===== src/rtl/core/btp_pkg.sv =====
// Shared types and constants of the box topology predicate unit.
// No dependencies.
package btp_pkg;

  // tolerance register width
  localparam int unsigned TOL_BITS = 16;

  // predicate codes; 11 to 15 are undefined
  typedef enum logic [3:0] {
    PRED_INTERSECTS   = 4'd0,
    PRED_DISJOINT     = 4'd1,
    PRED_OVERLAP      = 4'd2,
    PRED_MEET         = 4'd3,
    PRED_INSIDE       = 4'd4,
    PRED_CONTAINS     = 4'd5,
    PRED_COVERED_BY   = 4'd6,
    PRED_COVERS       = 4'd7,
    PRED_EQUAL        = 4'd8,
    PRED_WITHIN       = 4'd9,
    PRED_CONTAINS_COV = 4'd10
  } pred_e;

  // per-stage advance enables for the compare pipeline
  typedef struct packed {
    logic s1;
    logic s2;
  } pipe_en_t;

endpackage


===== src/rtl/core/btp_pair_cmp.sv =====
// Two-stage tolerance comparator for one coordinate pair (x, y).
// Depends on btp_pkg.
module btp_pair_cmp #(
  parameter int unsigned COORD_BITS = 32
) (
  input  logic                             clk_i,
  input  btp_pkg::pipe_en_t                en_i,
  input  logic signed [COORD_BITS-1:0]     x_i,
  input  logic signed [COORD_BITS-1:0]     y_i,
  input  logic [btp_pkg::TOL_BITS-1:0]     tol_i,
  output logic                             gt_xy_o,  // x - y > tol
  output logic                             gt_yx_o   // y - x > tol
);

  // wide enough for the exact difference plus the tolerance
  localparam int unsigned WideBits = (COORD_BITS + 1 > btp_pkg::TOL_BITS + 1) ?
                                     COORD_BITS + 2 : btp_pkg::TOL_BITS + 2;

  logic signed [WideBits-1:0] diff_d, diff_q;
  logic signed [WideBits-1:0] tol_ext;
  logic signed [WideBits-1:0] sum_yx;
  logic                       gt_xy_q, gt_yx_q;

  // stage 1: exact difference, never wraps
  assign diff_d = WideBits'(x_i) - WideBits'(y_i);

  always_ff @(posedge clk_i) begin
    if (en_i.s1) begin
      diff_q <= diff_d;
    end
  end

  // stage 2: compare against +tol and -tol
  assign tol_ext = $signed({{(WideBits - btp_pkg::TOL_BITS){1'b0}}, tol_i});
  assign sum_yx  = diff_q + tol_ext;

  always_ff @(posedge clk_i) begin
    if (en_i.s2) begin
      gt_xy_q <= (diff_q > tol_ext);
      gt_yx_q <= sum_yx[WideBits-1];
    end
  end

  assign gt_xy_o = gt_xy_q;
  assign gt_yx_o = gt_yx_q;

endmodule


===== src/rtl/core/box_topology_predicate_unit.sv =====
// Box topology predicate unit: tests two axis-aligned boxes against a chosen
// predicate with a coordinate tolerance. Takes one word per clock unless the
// input is stalled and gives one result per word from the output register.
// The work is split into a three-stage pipeline: exact corner differences,
// tolerance compares, then predicate combine into the output register. Each
// stage holds under a stall and bubbles are squeezed out. The tolerance may be
// written only while no word is in flight. Depends on btp_pkg and btp_pair_cmp.
module box_topology_predicate_unit #(
  parameter int unsigned DIMS       = 2,
  parameter int unsigned COORD_BITS = 32
) (
  input  logic                          clk_i,
  input  logic                          rst_ni,
  // configuration
  input  logic                          cfg_we_i,
  input  logic [btp_pkg::TOL_BITS-1:0]  cfg_wdata_i,
  // input channel
  input  logic                          in_valid_i,
  output logic                          in_stall_o,
  input  logic signed [COORD_BITS-1:0]  a_min_x_i,
  input  logic signed [COORD_BITS-1:0]  a_min_y_i,
  input  logic signed [COORD_BITS-1:0]  a_max_x_i,
  input  logic signed [COORD_BITS-1:0]  a_max_y_i,
  input  logic signed [COORD_BITS-1:0]  b_min_x_i,
  input  logic signed [COORD_BITS-1:0]  b_min_y_i,
  input  logic signed [COORD_BITS-1:0]  b_max_x_i,
  input  logic signed [COORD_BITS-1:0]  b_max_y_i,
  input  logic [3:0]                    req_type_i,
  // output channel
  output logic                          out_valid_o,
  input  logic                          out_stall_i,
  output logic                          holds_o,
  output logic                          bad_code_o
);

  logic [btp_pkg::TOL_BITS-1:0] tol_q;

  logic               v1_q, v2_q, v3_q;
  btp_pkg::pred_e     code1_q, code2_q;
  logic               holds_q, bad_q;
  logic               en3;
  btp_pkg::pipe_en_t  en;

  // corners per axis
  logic signed [COORD_BITS-1:0] a_min [DIMS];
  logic signed [COORD_BITS-1:0] a_max [DIMS];
  logic signed [COORD_BITS-1:0] b_min [DIMS];
  logic signed [COORD_BITS-1:0] b_max [DIMS];

  // tolerance compare results per axis, stage 2 outputs
  logic [DIMS-1:0] g_ab_min, g_ba_min;        // amin vs bmin
  logic [DIMS-1:0] g_ab_max, g_ba_max;        // amax vs bmax
  logic [DIMS-1:0] g_amin_bmax, g_bmax_amin;  // amin vs bmax
  logic [DIMS-1:0] g_amax_bmin, g_bmin_amax;  // amax vs bmin

  // tolerance register
  always_ff @(posedge clk_i or negedge rst_ni) begin
    if (!rst_ni) begin
      tol_q <= '0;
    end else if (cfg_we_i) begin
      tol_q <= cfg_wdata_i;
    end
  end

  // per-stage advance: a stage moves when empty or when the next one moves
  assign en3        = !v3_q || !out_stall_i;
  assign en.s2      = !v2_q || en3;
  assign en.s1      = !v1_q || en.s2;
  assign in_stall_o = !en.s1;

  // valid bits
  always_ff @(posedge clk_i or negedge rst_ni) begin
    if (!rst_ni) begin
      v1_q <= 1'b0;
      v2_q <= 1'b0;
      v3_q <= 1'b0;
    end else begin
      if (en.s1) v1_q <= in_valid_i;
      if (en.s2) v2_q <= v1_q;
      if (en3)   v3_q <= v2_q;
    end
  end

  // predicate code travels alongside the data
  always_ff @(posedge clk_i) begin
    if (en.s1) code1_q <= btp_pkg::pred_e'(req_type_i);
    if (en.s2) code2_q <= code1_q;
  end

  // axis mapping: x is axis 0, y is axis 1
  assign a_min[0] = a_min_x_i;
  assign a_max[0] = a_max_x_i;
  assign b_min[0] = b_min_x_i;
  assign b_max[0] = b_max_x_i;

  if (DIMS > 1) begin : g_axis_y
    assign a_min[1] = a_min_y_i;
    assign a_max[1] = a_max_y_i;
    assign b_min[1] = b_min_y_i;
    assign b_max[1] = b_max_y_i;
  end

  // four corner pairs per axis
  for (genvar d = 0; d < DIMS; d++) begin : g_axis
    btp_pair_cmp #(.COORD_BITS(COORD_BITS)) u_min_min (
      .clk_i, .en_i(en), .x_i(a_min[d]), .y_i(b_min[d]), .tol_i(tol_q),
      .gt_xy_o(g_ab_min[d]), .gt_yx_o(g_ba_min[d])
    );
    btp_pair_cmp #(.COORD_BITS(COORD_BITS)) u_max_max (
      .clk_i, .en_i(en), .x_i(a_max[d]), .y_i(b_max[d]), .tol_i(tol_q),
      .gt_xy_o(g_ab_max[d]), .gt_yx_o(g_ba_max[d])
    );
    btp_pair_cmp #(.COORD_BITS(COORD_BITS)) u_min_max (
      .clk_i, .en_i(en), .x_i(a_min[d]), .y_i(b_max[d]), .tol_i(tol_q),
      .gt_xy_o(g_amin_bmax[d]), .gt_yx_o(g_bmax_amin[d])
    );
    btp_pair_cmp #(.COORD_BITS(COORD_BITS)) u_max_min (
      .clk_i, .en_i(en), .x_i(a_max[d]), .y_i(b_min[d]), .tol_i(tol_q),
      .gt_xy_o(g_amax_bmin[d]), .gt_yx_o(g_bmin_amax[d])
    );
  end

  // stage 3: per-axis relations, then reduce over axes
  logic [DIMS-1:0] ax_int, ax_win_ab, ax_win_ba, ax_ins_ab, ax_ins_ba;
  logic [DIMS-1:0] ax_cov_ab, ax_cov_ba, ax_ovl, ax_eq;
  logic            p_int, p_win_ab, p_win_ba, p_ins_ab, p_ins_ba;
  logic            p_cov_ab, p_cov_ba, p_ovl, p_eq;
  logic            holds_d, bad_d;

  always_comb begin
    logic eq_min, eq_max;
    for (int d = 0; d < DIMS; d++) begin
      eq_min        = !g_ab_min[d] && !g_ba_min[d];
      eq_max        = !g_ab_max[d] && !g_ba_max[d];
      ax_int[d]     = !g_bmin_amax[d] && !g_amin_bmax[d];
      ax_win_ab[d]  = !g_ba_min[d] && !g_ab_max[d];
      ax_win_ba[d]  = !g_ab_min[d] && !g_ba_max[d];
      ax_ins_ab[d]  = g_ab_min[d] && g_ba_max[d];
      ax_ins_ba[d]  = g_ba_min[d] && g_ab_max[d];
      ax_cov_ab[d]  = ax_win_ab[d] && (eq_min || eq_max);
      ax_cov_ba[d]  = ax_win_ba[d] && (eq_min || eq_max);
      ax_ovl[d]     = g_bmax_amin[d] && g_amax_bmin[d];
      ax_eq[d]      = eq_min && eq_max;
    end
  end

  assign p_int    = &ax_int;
  assign p_win_ab = &ax_win_ab;
  assign p_win_ba = &ax_win_ba;
  assign p_ins_ab = &ax_ins_ab;
  assign p_ins_ba = &ax_ins_ba;
  assign p_cov_ab = &ax_cov_ab;
  assign p_cov_ba = &ax_cov_ba;
  assign p_eq     = &ax_eq;
  // strict interval overlap, neither box inside or covered by the other
  assign p_ovl    = (&ax_ovl) && !p_ins_ab && !p_ins_ba && !p_cov_ab && !p_cov_ba;

  // predicate select
  always_comb begin
    holds_d = 1'b0;
    bad_d   = 1'b0;
    unique case (code2_q)
      btp_pkg::PRED_INTERSECTS:   holds_d = p_int;
      btp_pkg::PRED_DISJOINT:     holds_d = !p_int;
      btp_pkg::PRED_OVERLAP:      holds_d = p_ovl;
      btp_pkg::PRED_MEET:         holds_d = p_int && !p_ovl;
      btp_pkg::PRED_INSIDE:       holds_d = p_ins_ab;
      btp_pkg::PRED_CONTAINS:     holds_d = p_ins_ba;
      btp_pkg::PRED_COVERED_BY:   holds_d = p_cov_ab;
      btp_pkg::PRED_COVERS:       holds_d = p_cov_ba;
      btp_pkg::PRED_EQUAL:        holds_d = p_eq;
      btp_pkg::PRED_WITHIN:       holds_d = p_win_ab;
      btp_pkg::PRED_CONTAINS_COV: holds_d = p_win_ba;
      default: begin
        holds_d = 1'b0;
        bad_d   = 1'b1;
      end
    endcase
  end

  // output register
  always_ff @(posedge clk_i) begin
    if (en3) begin
      holds_q <= holds_d;
      bad_q   <= bad_d;
    end
  end

  assign out_valid_o = v3_q;
  assign holds_o     = holds_q;
  assign bad_code_o  = bad_q;

endmodule


===== config.mk =====
export PLATFORM = sky130hd
export DESIGN_NAME = box_topology_predicate_unit
export DESIGN_NICKNAME = d
export VERILOG_FILES = /design/src/rtl/core/btp_pkg.sv /design/src/rtl/core/btp_pair_cmp.sv /design/src/rtl/core/box_topology_predicate_unit.sv
export SDC_FILE = /design/constraint.sdc
export NUM_CORES = 1
export LEC_CHECK = 0
export BUFFER_PORTS_ARGS = -buffer_cell sky130_fd_sc_hd__buf_2
export CAP_MARGIN = 0
export CORE_MARGIN = 5
export CORE_UTILIZATION = 50
export CTS_CLUSTER_DIAMETER = 60
export CTS_CLUSTER_SIZE = 8
export DETAILED_ROUTE_END_ITERATION = 10
export GPL_TIMING_DRIVEN = 1
export PLACE_DENSITY = 0.69
export SLEW_MARGIN = 10
export SYNTH_ARGS = -nofsm -noshare
export SYNTH_HDL_FRONTEND = slang
export SYNTH_SLANG_ARGS = --single-unit

===== constraint.sdc =====
create_clock -name clk_i -period 11.85 [get_ports clk_i]
set_clock_uncertainty 0.05 [all_clocks]
set_input_delay 1.185 -clock clk_i [delete_from_list [all_inputs] [get_ports clk_i]]
set_output_delay 1.185 -clock clk_i [all_outputs]
set_load 0.02 [all_outputs]

==> impl_metrics.csv <==
group,metric,value,unit
outcome,outcome,"complete, no violations",
placed_design,dp_cells,4188,
logic_synthesis,seq_area_frac_synth,31.4,%
logic_synthesis,ys_ff_latch,309,
logic_synthesis,yosys_warnings,0,
clocking,cts_buffers,49,
power_and_ir_drop,ir_worst_vdd,0.000125,V
clocking,clkSinkCount,309,
grt,grt_overflow,0,
sta,whs,0.366,ns
critical_path,timing.critical_path.fanout_max,4,
final_layout,postLayoutCoreUtil,57.0,%
logic_synthesis,synth-edff-count,290,
detailed_routing,post-route-drc-count,0,
placed_design,place.gp.congestion,0.943,
floorplan,rows,88,
logic_synthesis,syn_area,0.0293,mm²
final_layout,fillers,5284,
floorplan,initial_core_util,50.6,%
worst_hold_path,hold_path.class,"reg2reg",
detailed_routing,wl_per_cell,20.4,µm
sta,finalSetupViolCount,0,
placed_design,port_buffers,284,
sta,fin_crit_sh,33.4,%
sta,period_needed,3.95,ns
placed_design,dp_hpwl,71.0,mm
detailed_routing,firstDrtPassIters,6,
run,drv_cap,0,
final_layout,nNetsFinal,4275,
critical_path,r2r-start,"tol_q[15]$_DFFE_PN0P_",
floorplan,die_h,252,µm
critical_path,critPathMaxStageDelay,0.96,ns
detailed_routing,ant_nets,0,
sta,max_freq,253,MHz
grt,grt_pass1_wl,133,mm
critical_path,cp_common_cell,"o21ai_1",
logic_synthesis,synth_fp_nets,3980,
final_layout,final_layout_size_suffix_gt1_share,11.0,%
power_and_ir_drop,p_per_area,135,mW/mm²
sta,relSlewSlack,23.4,%
clocking,cts_setup_buffers,0,
floorplan,dieArea,0.0635,mm²
logic_synthesis,netlist_instances,3179,
clocking,clk_pin_slew,0.05,ns
sta,grt_setup_unrepaired,"false",
detailed_routing,via_count,25000,
detailed_routing,drt-initial-drc-count,2118,
sta,timing.final.ws_setup,7.90,ns
grt,antenna_found_initial,6,
sta,worstMarginPinSlew,1.15,ns
clocking,clockBufferDepth,3,
sta,hold_viol,0,
clocking,cts-resized-gates,0,
floorplan,ioPinCount,285,
detailed_routing,vias_per_cell,5.86,
critical_path,crit_start,"b_min_x_i[1]",
power_and_ir_drop,p_leak,15.0,nW
final_layout,most-common-layout-cells,"ha_1, a21oi_1, edfxtp_1, buf_2, inv_1",
logic_synthesis,synth_ff_type,"edfxtp_1",
critical_path,startpoint_type,"input port",
clocking,cts_root_buf,"clkbuf_16",
final_layout,area_growth,12.5,%
grt,grt_pass1_vias,23700,
sta,slew_violations,0,
critical_path,critical_path.endpoint_type,"register",
detailed_routing,wirelength,87.0,mm
final_layout,layout_commonest_cell,"ha_1",
critical_path,critPathCapture,"g_axis[0].u_min_min.diff_q[27]$_DFFE_PN_",
grt,grt_max_degree,136,
grt,grt_usage,26.2,%
placed_design,dp_slack,7.33,ns
critical_path,required,12.12,ns
logic_synthesis,synthArstFlopShare,6.15,%
critical_path,path_cells,"buf_2 > inv_1 > ha_1 > nor2b_1 > o21ai_0 > a21oi_1 > o21ai_1 > a2111oi_0 > a41oi_1 > o21ai_1 > a21boi_0 > xnor2_1",
clocking,worstSkewPairLatency,0.58,ns
logic_synthesis,avgSynthCellArea,9.20,µm²
critical_path,critical_path_class,"in2reg",
floorplan,fp.dieW,252,µm
critical_path,r2r_slack,8.19,ns
critical_path,rr_endpoint,"g_axis[0].u_max_max.gt_xy_o$_DFFE_PP_",
clocking,htreeDepth,2,
placed_design,post_dp_cell_area,0.0315,mm²
clocking,cts-hold-fix-buffers,0,
critical_path,r2r_cells,6,
floorplan,coreArea,0.0578,mm²
critical_path,slowest_stage,"a2111oi_0",
logic_synthesis,yosysUniqueCellTypes,81,
clocking,cts_tree,"done",
critical_path,crit_arrival,4.23,ns
final_layout,fin_area,0.0329,mm²
final_layout,final-instance-count-excl-fill,4265,
-- layout make-up --
cell class	count	area [µm²]	area share [%]
flip-flops and latches	309	9180	27.9
multi-input cells	2552	18900	57.3
diodes	2	5.00	0.0152
well taps	765	957	2.91
inverters	275	1030	3.13
clock buffers	63	1290	3.91
clock inverters	12	124	0.376
repair buffers	287	1460	4.42
-- registers in the layout (all words and copies together) (netlist names) --
name / cells
g_axis.u_min_max.gt_yx_o: 2
g_axis.u_max_min.gt_yx_o: 2
g_axis.u_min_min.gt_xy_o: 2
tol_q: 16
v1_q: 1
out_valid_o: 1
v2_q: 1
g_axis.u_max_max.diff_q: 66
code2_q: 4
g_axis.u_min_max.diff_q: 66
g_axis.u_min_max.gt_xy_o: 2
g_axis.u_max_min.diff_q: 66
g_axis.u_min_min.gt_yx_o: 2
g_axis.u_max_max.gt_yx_o: 2
holds_o: 1
g_axis.u_max_min.gt_xy_o: 2
g_axis.u_min_min.diff_q: 66
g_axis.u_max_max.gt_xy_o: 2
bad_code_o: 1
code1_q: 4
-- synthesized netlist by cell type, types with 9 or more instances --
master,instances,area share [%]
nor2b_1,52,1.1
a2111oi_0,11,0.33
edfxtp_1,290,30
o41ai_1,12,0.36
or3_1,15,0.32
inv_1,275,3.5
a211o_1,10,0.30
dfrtp_1,19,1.6
o211ai_1,25,0.64
and3_1,19,0.41
a31oi_1,33,0.71
a21o_1,128,3.3
xor2_1,74,2.2
a21boi_0,9,0.23
or4_1,9,0.23
o31ai_1,16,0.41
ha_1,512,22
o31a_1,10,0.30
a21oi_1,340,5.8
nand2b_1,56,1.2
and2_1,15,0.32
o21ai_1,22,0.38
a211oi_1,18,0.46
nor2_1,197,2.5
nand2_1,194,2.5
nor4_1,48,1.0
nand4_1,93,2.0
o21ai_0,170,2.9
nor3_1,39,0.67
xnor2_1,150,4.5
o21a_1,39,1.0
nand3_1,69,1.2
o21bai_1,48,1.2
clkbuf_1,38,0.49
-- per-layer routing --
layer / vias up / share of wire (%) / global-route usage (%)
li1: 12400 / - / -
met4: 4 / 2.6 / 6.90
met3: 140 / 6.5 / 3.39
met5: - / 0.046 / 0
met1: 11600 / 45 / 37.1
met2: 868 / 45 / 42.7
-- through the flow --
| stage | power (W) | TNS [ns] |
|---|---|---|
| 5_1_grt | 0.00473 | 0 |
| 2_1_floorplan | 0.00269 | -0.427 |
| 6_report | 0.00446 | 0 |
| 3_5_place_dp | 0.00314 | 0 |
| 4_1_cts | 0.00447 | 0 |
| 3_3_place_gp | 0.00313 | 0 |
-- logic make-up after synthesis --
| group | count (synthesis) | share of synthesized area, % |
|---|---|---|
| AO/OA/AOI/OAI | 979 | 21.3 |
| AND/OR/NAND/NOR | 827 | 14.0 |
| adder cells (fa/ha/maj) | 520 | 22.4 |
| buffers and inverters | 318 | 4.09 |
| flip-flops | 309 | 31.4 |
| XOR/XNOR | 224 | 6.70 |
| multiplexers | 2 | 0.0770 |
-- report_power, final --
part	total, W	internal [W]	leakage (nW)	switching, W
combinational	0.00146	0.000602	11.1	0.000861
sequential	0.00170	0.00151	3.21	0.000193
clock	0.00130	0.000796	0.685	0.000503
-- worst max-delay path: cells and delay by family --
family / cells / cell delay (ns)
compound gates: 7 / 2.31
fa+ha+maj: 1 / 0.26
buf+inv: 2 / 0.20
xor+xnor: 1 / 0.14
simple gates: 1 / 0.12
-- worst min path at each step --
stage / from / end / depth (start not counted)
final: code1_q[0]$_DFFE_PN_ / code2_q[0]$_DFFE_PP_ / 0
after global routing: code1_q[0]$_DFFE_PN_ / code2_q[0]$_DFFE_PP_ / 0
after CTS: code1_q[0]$_DFFE_PN_ / code2_q[0]$_DFFE_PP_ / 0
after detailed placement: code1_q[0]$_DFFE_PN_ / code2_q[0]$_DFFE_PP_ / 0
after global placement: code1_q[1]$_DFFE_PN_ / code2_q[1]$_DFFE_PP_ / 0
after floorplan: code1_q[0]$_DFFE_PN_ / code2_q[0]$_DFFE_PP_ / 0
Power figures use the tool's default switching activity.
